==> config.mk <==
export PLATFORM = sky130hd
export DESIGN_NAME = keyed_fifo_queue_unit
export DESIGN_NICKNAME = d
export VERILOG_FILES = /design/src/rtl/kfq_pkg.sv /design/src/rtl/kfq_ram.sv /design/src/rtl/keyed_fifo_queue_unit.sv
export SDC_FILE = /design/constraint.sdc
export NUM_CORES = 2
export LEC_CHECK = 0
export BUFFER_PORTS_ARGS = -buffer_cell sky130_fd_sc_hd__clkbuf_2
export CAP_MARGIN = 0
export CORE_MARGIN = 3
export CORE_UTILIZATION = 57
export CTS_CLUSTER_SIZE = 20
export DETAILED_ROUTE_END_ITERATION = 16
export PLACE_DENSITY = 0.74
export REMOVE_ABC_BUFFERS = 1
export SLEW_MARGIN = 20
export SYNTH_ARGS = -nofsm -noshare
export SYNTH_HDL_FRONTEND = slang
export SYNTH_SLANG_ARGS = --single-unit
==> constraint.sdc <==
create_clock -name clk -period 13.1 [get_ports clk]
set_input_delay 1.31 -clock clk [delete_from_list [all_inputs] [get_ports clk]]
set_output_delay 1.31 -clock clk [all_outputs]
set_load 0.01 [all_outputs]
==> src/rtl/kfq_pkg.sv <==
// Shared types and constants for the keyed FIFO queue.
// No dependencies; used by keyed_fifo_queue_unit and its testbench.

package kfq_pkg;

    localparam int QUEUE_DEPTH_DEF = 16;
    localparam int KEY_W           = 32;
    localparam int VAL_W           = 32;
    localparam int ENTRY_W         = KEY_W + VAL_W;

    typedef enum logic [1:0] {
        OP_ENQ  = 2'd0,
        OP_DEQ  = 2'd1,
        OP_LOOK = 2'd2,
        OP_UPD  = 2'd3
    } op_t;

    typedef enum logic [2:0] {
        ST_OK       = 3'd0,
        ST_DUP      = 3'd1,
        ST_EMPTY    = 3'd2,
        ST_NOTFOUND = 3'd3,
        ST_FULL     = 3'd4
    } status_t;

    typedef enum logic [1:0] {
        S_IDLE   = 2'd0,
        S_SCAN   = 2'd1,
        S_DEQ_RD = 2'd2,
        S_FINISH = 2'd3
    } state_t;

endpackage

==> src/rtl/kfq_ram.sv <==
// Generic single-write, single-read RAM with registered read data.
// No dependencies.

module kfq_ram #(
    parameter int WIDTH = 64,
    parameter int DEPTH = 16
) (
    input  logic                     clk,
    input  logic                     wr_en,
    input  logic [$clog2(DEPTH)-1:0] wr_addr,
    input  logic [WIDTH-1:0]         wr_data,
    input  logic [$clog2(DEPTH)-1:0] rd_addr,
    output logic [WIDTH-1:0]         rd_data
);

    logic [WIDTH-1:0] mem [DEPTH];
    logic [WIDTH-1:0] rd_data_reg;

    always_ff @(posedge clk)
    begin
        if (wr_en)
        begin
            mem[wr_addr] <= wr_data;
        end
        rd_data_reg <= mem[rd_addr];
    end

    assign rd_data = rd_data_reg;

endmodule

==> src/rtl/keyed_fifo_queue_unit.sv <==
// Keyed FIFO queue: a ring of key/value pairs with a unique-key scan sequencer.
// Depends on kfq_pkg and kfq_ram.
// Enqueue, lookup and update scan one held entry per cycle, stopping early on a match;
// the unit takes no new word until it has returned to idle after the result.
// Dequeue reads the head slot, or goes straight to the finish step on an empty queue; a stalled result holds it.
// Reset clears head, tail, occupancy and the handshakes; the entry RAM is not cleared.

module keyed_fifo_queue_unit #(
    parameter int QUEUE_DEPTH = kfq_pkg::QUEUE_DEPTH_DEF,
    localparam int IDX_W = $clog2(QUEUE_DEPTH),
    localparam int CNT_W = $clog2(QUEUE_DEPTH + 1)
) (
    input  logic                            clk,
    input  logic                            rst_n,
    input  logic                            req_valid,
    output logic                            req_stall,
    input  logic [1:0]                      operation,
    input  logic signed [kfq_pkg::KEY_W-1:0] item_key,
    input  logic signed [kfq_pkg::VAL_W-1:0] item_value,
    output logic                            rsp_valid,
    input  logic                            rsp_stall,
    output logic [2:0]                      status,
    output logic signed [kfq_pkg::KEY_W-1:0] found_key,
    output logic signed [kfq_pkg::VAL_W-1:0] found_value,
    output logic [CNT_W-1:0]                entry_count,
    output logic                            queue_empty
);

    kfq_pkg::state_t state_reg, state_next;

    logic [IDX_W-1:0] head_reg, head_next;
    logic [IDX_W-1:0] tail_reg, tail_next;
    logic [CNT_W-1:0] occ_reg, occ_next;

    kfq_pkg::op_t             op_reg, op_next;
    logic [kfq_pkg::KEY_W-1:0] key_reg, key_next;
    logic [kfq_pkg::VAL_W-1:0] val_reg, val_next;

    logic [CNT_W-1:0] iss_cnt_reg, iss_cnt_next;
    logic [IDX_W-1:0] iss_idx_reg, iss_idx_next;
    logic             cmp_valid_reg, cmp_valid_next;
    logic [IDX_W-1:0] cmp_idx_reg, cmp_idx_next;

    logic                        hit_reg, hit_next;
    logic [IDX_W-1:0]            hit_slot_reg, hit_slot_next;
    logic [kfq_pkg::ENTRY_W-1:0] hit_data_reg, hit_data_next;

    logic                      rsp_valid_reg, rsp_valid_next;
    kfq_pkg::status_t          status_reg, status_next;
    logic [kfq_pkg::KEY_W-1:0] fkey_reg, fkey_next;
    logic [kfq_pkg::VAL_W-1:0] fval_reg, fval_next;
    logic [CNT_W-1:0]          cnt_reg, cnt_next;
    logic                      empty_reg, empty_next;

    logic                        ram_we;
    logic [IDX_W-1:0]            ram_waddr;
    logic [kfq_pkg::ENTRY_W-1:0] ram_wdata;
    logic [IDX_W-1:0]            ram_raddr;
    logic [kfq_pkg::ENTRY_W-1:0] ram_rdata;

    logic accept;
    logic out_free;
    logic match;
    logic scan_end;
    logic is_full;

    function automatic logic [IDX_W-1:0] wrap_inc(input logic [IDX_W-1:0] idx);
        wrap_inc = (idx == IDX_W'(QUEUE_DEPTH - 1)) ? '0 : idx + IDX_W'(1);
    endfunction

    kfq_ram #(
        .WIDTH(kfq_pkg::ENTRY_W),
        .DEPTH(QUEUE_DEPTH)
    ) u_entry_ram (
        .clk    (clk),
        .wr_en  (ram_we),
        .wr_addr(ram_waddr),
        .wr_data(ram_wdata),
        .rd_addr(ram_raddr),
        .rd_data(ram_rdata)
    );

    assign accept   = req_valid && !req_stall;
    assign out_free = !rsp_valid_reg || !rsp_stall;
    // The data in flight from the RAM belongs to slot cmp_idx_reg.
    assign match    = cmp_valid_reg &&
                      (ram_rdata[kfq_pkg::ENTRY_W-1:kfq_pkg::VAL_W] == key_reg);
    assign scan_end = (iss_cnt_reg == occ_reg);
    assign is_full  = (occ_reg == CNT_W'(QUEUE_DEPTH));

    // Next state.
    always_comb
    begin
        state_next = state_reg;
        case (state_reg)
            kfq_pkg::S_IDLE:
            begin
                if (accept)
                begin
                    if (kfq_pkg::op_t'(operation) == kfq_pkg::OP_DEQ)
                    begin
                        state_next = (occ_reg == '0) ? kfq_pkg::S_FINISH : kfq_pkg::S_DEQ_RD;
                    end
                    else
                    begin
                        state_next = kfq_pkg::S_SCAN;
                    end
                end
            end
            kfq_pkg::S_SCAN:
            begin
                if (match || scan_end)
                begin
                    state_next = kfq_pkg::S_FINISH;
                end
            end
            kfq_pkg::S_DEQ_RD:
            begin
                state_next = kfq_pkg::S_FINISH;
            end
            kfq_pkg::S_FINISH:
            begin
                if (out_free)
                begin
                    state_next = kfq_pkg::S_IDLE;
                end
            end
            default:
            begin
                state_next = kfq_pkg::S_IDLE;
            end
        endcase
    end

    // Handshake and RAM control.
    always_comb
    begin
        req_stall = (state_reg != kfq_pkg::S_IDLE);
        ram_raddr = (state_reg == kfq_pkg::S_SCAN) ? iss_idx_reg : head_reg;
        ram_we    = 1'b0;
        ram_waddr = tail_reg;
        ram_wdata = {key_reg, val_reg};
        if (state_reg == kfq_pkg::S_FINISH && out_free)
        begin
            case (op_reg)
                kfq_pkg::OP_ENQ:
                begin
                    ram_we = !hit_reg && !is_full;
                end
                kfq_pkg::OP_UPD:
                begin
                    ram_we    = hit_reg;
                    ram_waddr = hit_slot_reg;
                end
                default:
                begin
                    ram_we = 1'b0;
                end
            endcase
        end
    end

    // Datapath.
    always_comb
    begin
        head_next      = head_reg;
        tail_next      = tail_reg;
        occ_next       = occ_reg;
        op_next        = op_reg;
        key_next       = key_reg;
        val_next       = val_reg;
        iss_cnt_next   = iss_cnt_reg;
        iss_idx_next   = iss_idx_reg;
        cmp_valid_next = cmp_valid_reg;
        cmp_idx_next   = cmp_idx_reg;
        hit_next       = hit_reg;
        hit_slot_next  = hit_slot_reg;
        hit_data_next  = hit_data_reg;
        rsp_valid_next = rsp_valid_reg && rsp_stall;
        status_next    = status_reg;
        fkey_next      = fkey_reg;
        fval_next      = fval_reg;
        cnt_next       = cnt_reg;
        empty_next     = empty_reg;

        case (state_reg)
            kfq_pkg::S_IDLE:
            begin
                if (accept)
                begin
                    op_next        = kfq_pkg::op_t'(operation);
                    key_next       = item_key;
                    val_next       = item_value;
                    iss_cnt_next   = '0;
                    iss_idx_next   = head_reg;
                    cmp_valid_next = 1'b0;
                    hit_next       = 1'b0;
                end
            end
            kfq_pkg::S_SCAN:
            begin
                if (match)
                begin
                    hit_next      = 1'b1;
                    hit_slot_next = cmp_idx_reg;
                    hit_data_next = ram_rdata;
                end
                else if (!scan_end)
                begin
                    cmp_valid_next = 1'b1;
                    cmp_idx_next   = iss_idx_reg;
                    iss_idx_next   = wrap_inc(iss_idx_reg);
                    iss_cnt_next   = iss_cnt_reg + CNT_W'(1);
                end
            end
            kfq_pkg::S_DEQ_RD:
            begin
                hit_next      = 1'b1;
                hit_data_next = ram_rdata;
            end
            kfq_pkg::S_FINISH:
            begin
                if (out_free)
                begin
                    rsp_valid_next = 1'b1;
                    status_next    = kfq_pkg::ST_OK;
                    fkey_next      = '0;
                    fval_next      = '0;
                    case (op_reg)
                        kfq_pkg::OP_ENQ:
                        begin
                            if (hit_reg)
                            begin
                                status_next = kfq_pkg::ST_DUP;
                            end
                            else if (is_full)
                            begin
                                status_next = kfq_pkg::ST_FULL;
                            end
                            else
                            begin
                                tail_next = wrap_inc(tail_reg);
                                occ_next  = occ_reg + CNT_W'(1);
                            end
                        end
                        kfq_pkg::OP_DEQ:
                        begin
                            if (hit_reg)
                            begin
                                fkey_next = hit_data_reg[kfq_pkg::ENTRY_W-1:kfq_pkg::VAL_W];
                                fval_next = hit_data_reg[kfq_pkg::VAL_W-1:0];
                                head_next = wrap_inc(head_reg);
                                occ_next  = occ_reg - CNT_W'(1);
                            end
                            else
                            begin
                                status_next = kfq_pkg::ST_EMPTY;
                            end
                        end
                        kfq_pkg::OP_LOOK:
                        begin
                            if (hit_reg)
                            begin
                                fkey_next = hit_data_reg[kfq_pkg::ENTRY_W-1:kfq_pkg::VAL_W];
                                fval_next = hit_data_reg[kfq_pkg::VAL_W-1:0];
                            end
                            else
                            begin
                                status_next = kfq_pkg::ST_NOTFOUND;
                            end
                        end
                        default:
                        begin
                            if (!hit_reg)
                            begin
                                status_next = kfq_pkg::ST_NOTFOUND;
                            end
                        end
                    endcase
                    cnt_next   = occ_next;
                    empty_next = (occ_next == '0);
                end
            end
            default:
            begin
                hit_next = 1'b0;
            end
        endcase
    end

    always_ff @(posedge clk or negedge rst_n)
    begin
        if (!rst_n)
        begin
            state_reg     <= kfq_pkg::S_IDLE;
            head_reg      <= '0;
            tail_reg      <= '0;
            occ_reg       <= '0;
            rsp_valid_reg <= 1'b0;
            cmp_valid_reg <= 1'b0;
            hit_reg       <= 1'b0;
            iss_cnt_reg   <= '0;
        end
        else
        begin
            state_reg     <= state_next;
            head_reg      <= head_next;
            tail_reg      <= tail_next;
            occ_reg       <= occ_next;
            rsp_valid_reg <= rsp_valid_next;
            cmp_valid_reg <= cmp_valid_next;
            hit_reg       <= hit_next;
            iss_cnt_reg   <= iss_cnt_next;
        end
    end

    always_ff @(posedge clk)
    begin
        op_reg       <= op_next;
        key_reg      <= key_next;
        val_reg      <= val_next;
        iss_idx_reg  <= iss_idx_next;
        cmp_idx_reg  <= cmp_idx_next;
        hit_slot_reg <= hit_slot_next;
        hit_data_reg <= hit_data_next;
        status_reg   <= status_next;
        fkey_reg     <= fkey_next;
        fval_reg     <= fval_next;
        cnt_reg      <= cnt_next;
        empty_reg    <= empty_next;
    end

    assign rsp_valid   = rsp_valid_reg;
    assign status      = status_reg;
    assign found_key   = fkey_reg;
    assign found_value = fval_reg;
    assign entry_count = cnt_reg;
    assign queue_empty = empty_reg;

    a_occ_bound: assert property (@(posedge clk) disable iff (!rst_n)
        occ_reg <= CNT_W'(QUEUE_DEPTH))
        else $error("occupancy exceeds the ring depth");

    a_ptr_meet: assert property (@(posedge clk) disable iff (!rst_n)
        (occ_reg == '0 || occ_reg == CNT_W'(QUEUE_DEPTH)) |-> head_reg == tail_reg)
        else $error("head and tail disagree with occupancy");

    a_rsp_from_finish: assert property (@(posedge clk) disable iff (!rst_n)
        $rose(rsp_valid_reg) |-> $past(state_reg == kfq_pkg::S_FINISH))
        else $error("result word raised outside the finish step");

    a_scan_bound: assert property (@(posedge clk) disable iff (!rst_n)
        (state_reg == kfq_pkg::S_SCAN) |-> iss_cnt_reg <= occ_reg)
        else $error("scan issued past the held entries");

endmodule

==> reports/metrics.csv <==
metric,value,unit
status,finished clean,
ys_top_cells_by_area,"edfxtp_1, mux4_2, dfxtp_1",
initial_core_util,0.578,
fin_crit_sh,0.376,
cts.clk_slew.worst_paths,0.06,ns
hold_violations,0,
grt_busiest_layer,met2,
drc,0,
met2_usage,0.384,
ys_types,56,
holdPathStages,0,
yosys.area.top_type_share,0.752,
gr-total-overflow,0,
crit_required,13.43,ns
fin_tns_setup,0,ns
cts_hold_buf,0,
cts_root_buf,clkbuf_16,
dp_hpwl,58.5,mm
critPathCaptureType,register,
critPathKind,reg2reg,
routed_wl,108,mm
power_frac_clock,0.283,
cts.path.max_buffers,3,
fin_hold_ws,0.398,ns
clock-sinks,1326,
postCtsSetupBuffers,0,
peakVddDrop,0.213,mV
cp-start-kind,register,
drt-initial-drc-count,2636,
largest_reg_flops,1024,
routed_via_density,6.34,
cts_max_level,4,
io_pins,145,
grt_start_max_net_pins,141,
rows,107,
p_seq_frac,0.446,
num_vias,24200,
yosysTopAreaCell,edfxtp_1,
dr.pass1.iters,7,
rsz0062_at_grt,false,
total_power,12.7,mW
grt_pass1_vias,25000,
fin_skew,0.0358,ns
dpl-instance-area,0.0516,sq mm
slew_headroom,0.300,
p_int,8.85,mW
yosysMostFrequentCell,edfxtp_1,
antenna_found_initial,4,
diodes,0,
dieArea,0.0904,sq mm
seq_area_frac_synth,0.789,
yosysWarnings,0,
hold_class,reg2reg,
drv_slew,0,
fmax,0.203,GHz
met1_usage,0.358,
grtUsageTotal,0.246,
ys.flop_type,edfxtp_1,
clock_latency,0.74,ns
cts_tree,done,
grt_first_pass_wirelength,163,mm
setup_viol,0,
comb_power_share,0.271,
use_met3,0.0514,
switching_power,3.84,mW
layout.nets,2652,
coreArea,0.0857,sq mm
worstPathArrival,5.26,ns
drive_gt1_frac,0.253,
reg2reg_depth,7,
path_max_fanout,78,
switching_share,0.303,
pwr_density_cell,227,mW/mm^2
avgSynthCellArea,20.9,sq um
area_growth_syn_to_layout,13.1,%
fin_crit,4.92,ns
synth_edf_count,1239,
netlist_instances,2368,
leakagePower,18.5,nW
postRouteAntennaNets,0,
die_h,301,um
gp_congestion,0.790,
portBuffers,144,
wl_per_cell,28.4,um
design_area,0.0560,sq mm
async_flop_share,0.0173,
synthTopCellsByCount,"edfxtp_1, mux4_2, nand2_1, a31oi_1, and3_1",
maxCapViolCount,0,
ys_ff_latch,1326,
ctsResizeCount,0,
die_w,301,um
worst_slew_pin_slew,1.05,ns
synth_area,0.0495,sq mm
cts_buffers,132,
## layout make-up
| class | count | area [sq um] |
|---|---|---|
| Clock buffer | 178 | 3650 |
| Clock inverter | 63 | 497 |
| Fill cell | 5436 | 29700 |
| Inverter | 17 | 66.3 |
| Multi-Input combinational cell | 902 | 9900 |
| Sequential cell | 1326 | 39100 |
| Tap cell | 1144 | 1430 |
| Timing Repair Buffer | 189 | 1350 |
## cell usage in the layout, fill, tap and decap left out, types with 8 or more instances in the layout
| master | instances |
|---|---|
| buf_16 | 10 |
| clkbuf_2 | 144 |
| inv_1 | 16 |
| clkbuf_16 | 134 |
| nor2_4 | 16 |
| dfrtp_1 | 22 |
| a211oi_1 | 64 |
| clkinv_1 | 19 |
| edfxtp_1 | 1239 |
| o21ai_0 | 13 |
| clkbuf_1 | 31 |
| dfxtp_1 | 64 |
| xnor2_1 | 23 |
| ha_1 | 13 |
| nor4_1 | 11 |
| a31oi_1 | 71 |
| nand3_1 | 9 |
| a21oi_1 | 10 |
| and3_1 | 69 |
| mux2_2 | 8 |
| nor2_1 | 10 |
| nor3_1 | 8 |
| mux4_2 | 256 |
| nand2_1 | 162 |
| xor2_1 | 22 |
| buf_4 | 26 |
| and2_1 | 66 |
| clkinv_2 | 25 |
| clkbuf_8 | 13 |
## layer usage
metal	vias to the layer above	wire (um)	part of all wire
li1	10100	-	-
met1	12700	43900	0.40
met2	1253	52400	0.48
met3	177	9590	0.088
met4	4	2550	0.024
met5	-	23	0.00021
## worst paths after layout
path / startpoint / to / slack (ns)
setup / recovery: hit_reg$_DFFE_PN0P_ / u_entry_ram.mem[14][13]$_DFFE_PP_ / 8.18
hold / removal: u_entry_ram.rd_data[27]$_DFF_P_ / hit_data_reg[27]$_DFFE_PP_ / 0.40
setup reg to reg: hit_reg$_DFFE_PN0P_ / u_entry_ram.mem[14][13]$_DFFE_PP_ / 8.18
hold reg to reg: u_entry_ram.rd_data[27]$_DFF_P_ / hit_data_reg[27]$_DFFE_PP_ / 0.40
max in group asynchronous: rst_n / hit_reg$_DFFE_PN0P_ / 11.95
min in group asynchronous: rst_n / iss_cnt_reg[3]$_DFFE_PN0P_ / 0.63
## cells by family (layout without fill, tap and decap cells)
| logic type | Yosys count | count (layout) | synth area share |
|---|---|---|---|
| AOI/OAI and AO/OA | 188 | 188 | 0.0256 |
| xor gates and xnor gates | 45 | 45 | 0.00796 |
| adders and majority gates | 14 | 14 | 0.00354 |
| buffers and inverters | 140 | 447 | 0.0143 |
| DFF | 1326 | 1326 | 0.789 |
| muxes | 270 | 270 | 0.120 |
| and+or+nand+nor | 385 | 385 | 0.0395 |
## critical path, cell delays in order, from the launching register on
cell,delay (ns)
dfrtp_4,0.82
nand2b_1,0.32
nor2_1,0.27
a21oi_1,0.07
nor3_1,0.75
o21ai_1,0.51
nor2_4,0.94
buf_4,0.77
## stage by stage
| step | utilization | std cells | setup slack [ns] |
|---|---|---|---|
| 2_1_floorplan | - | 2245 | -3.27 |
| 3_3_place_gp | 0.601 | 3565 | 7.84 |
| 3_5_place_dp | 0.603 | 3571 | 7.89 |
| 4_1_cts | 0.651 | 3812 | 8.15 |
| 5_1_grt | 0.653 | 3819 | 8.09 |
| 6_report | 0.653 | 3819 | 8.18 |
## power by group through the flow
| stage | clock network (mW) | registers (mW) | logic [mW] |
|---|---|---|---|
| detailed placement | 0 | 5.75 | 3.43 |
| global route | 3.83 | 5.72 | 3.71 |
| floorplan | 0 | 5.61 | 3.37 |
| finish | 3.58 | 5.66 | 3.44 |
| CTS | 3.65 | 5.67 | 3.47 |
| global placement | 0 | 5.72 | 3.37 |
No activity file was read; power rests on OpenSTA's default activity.
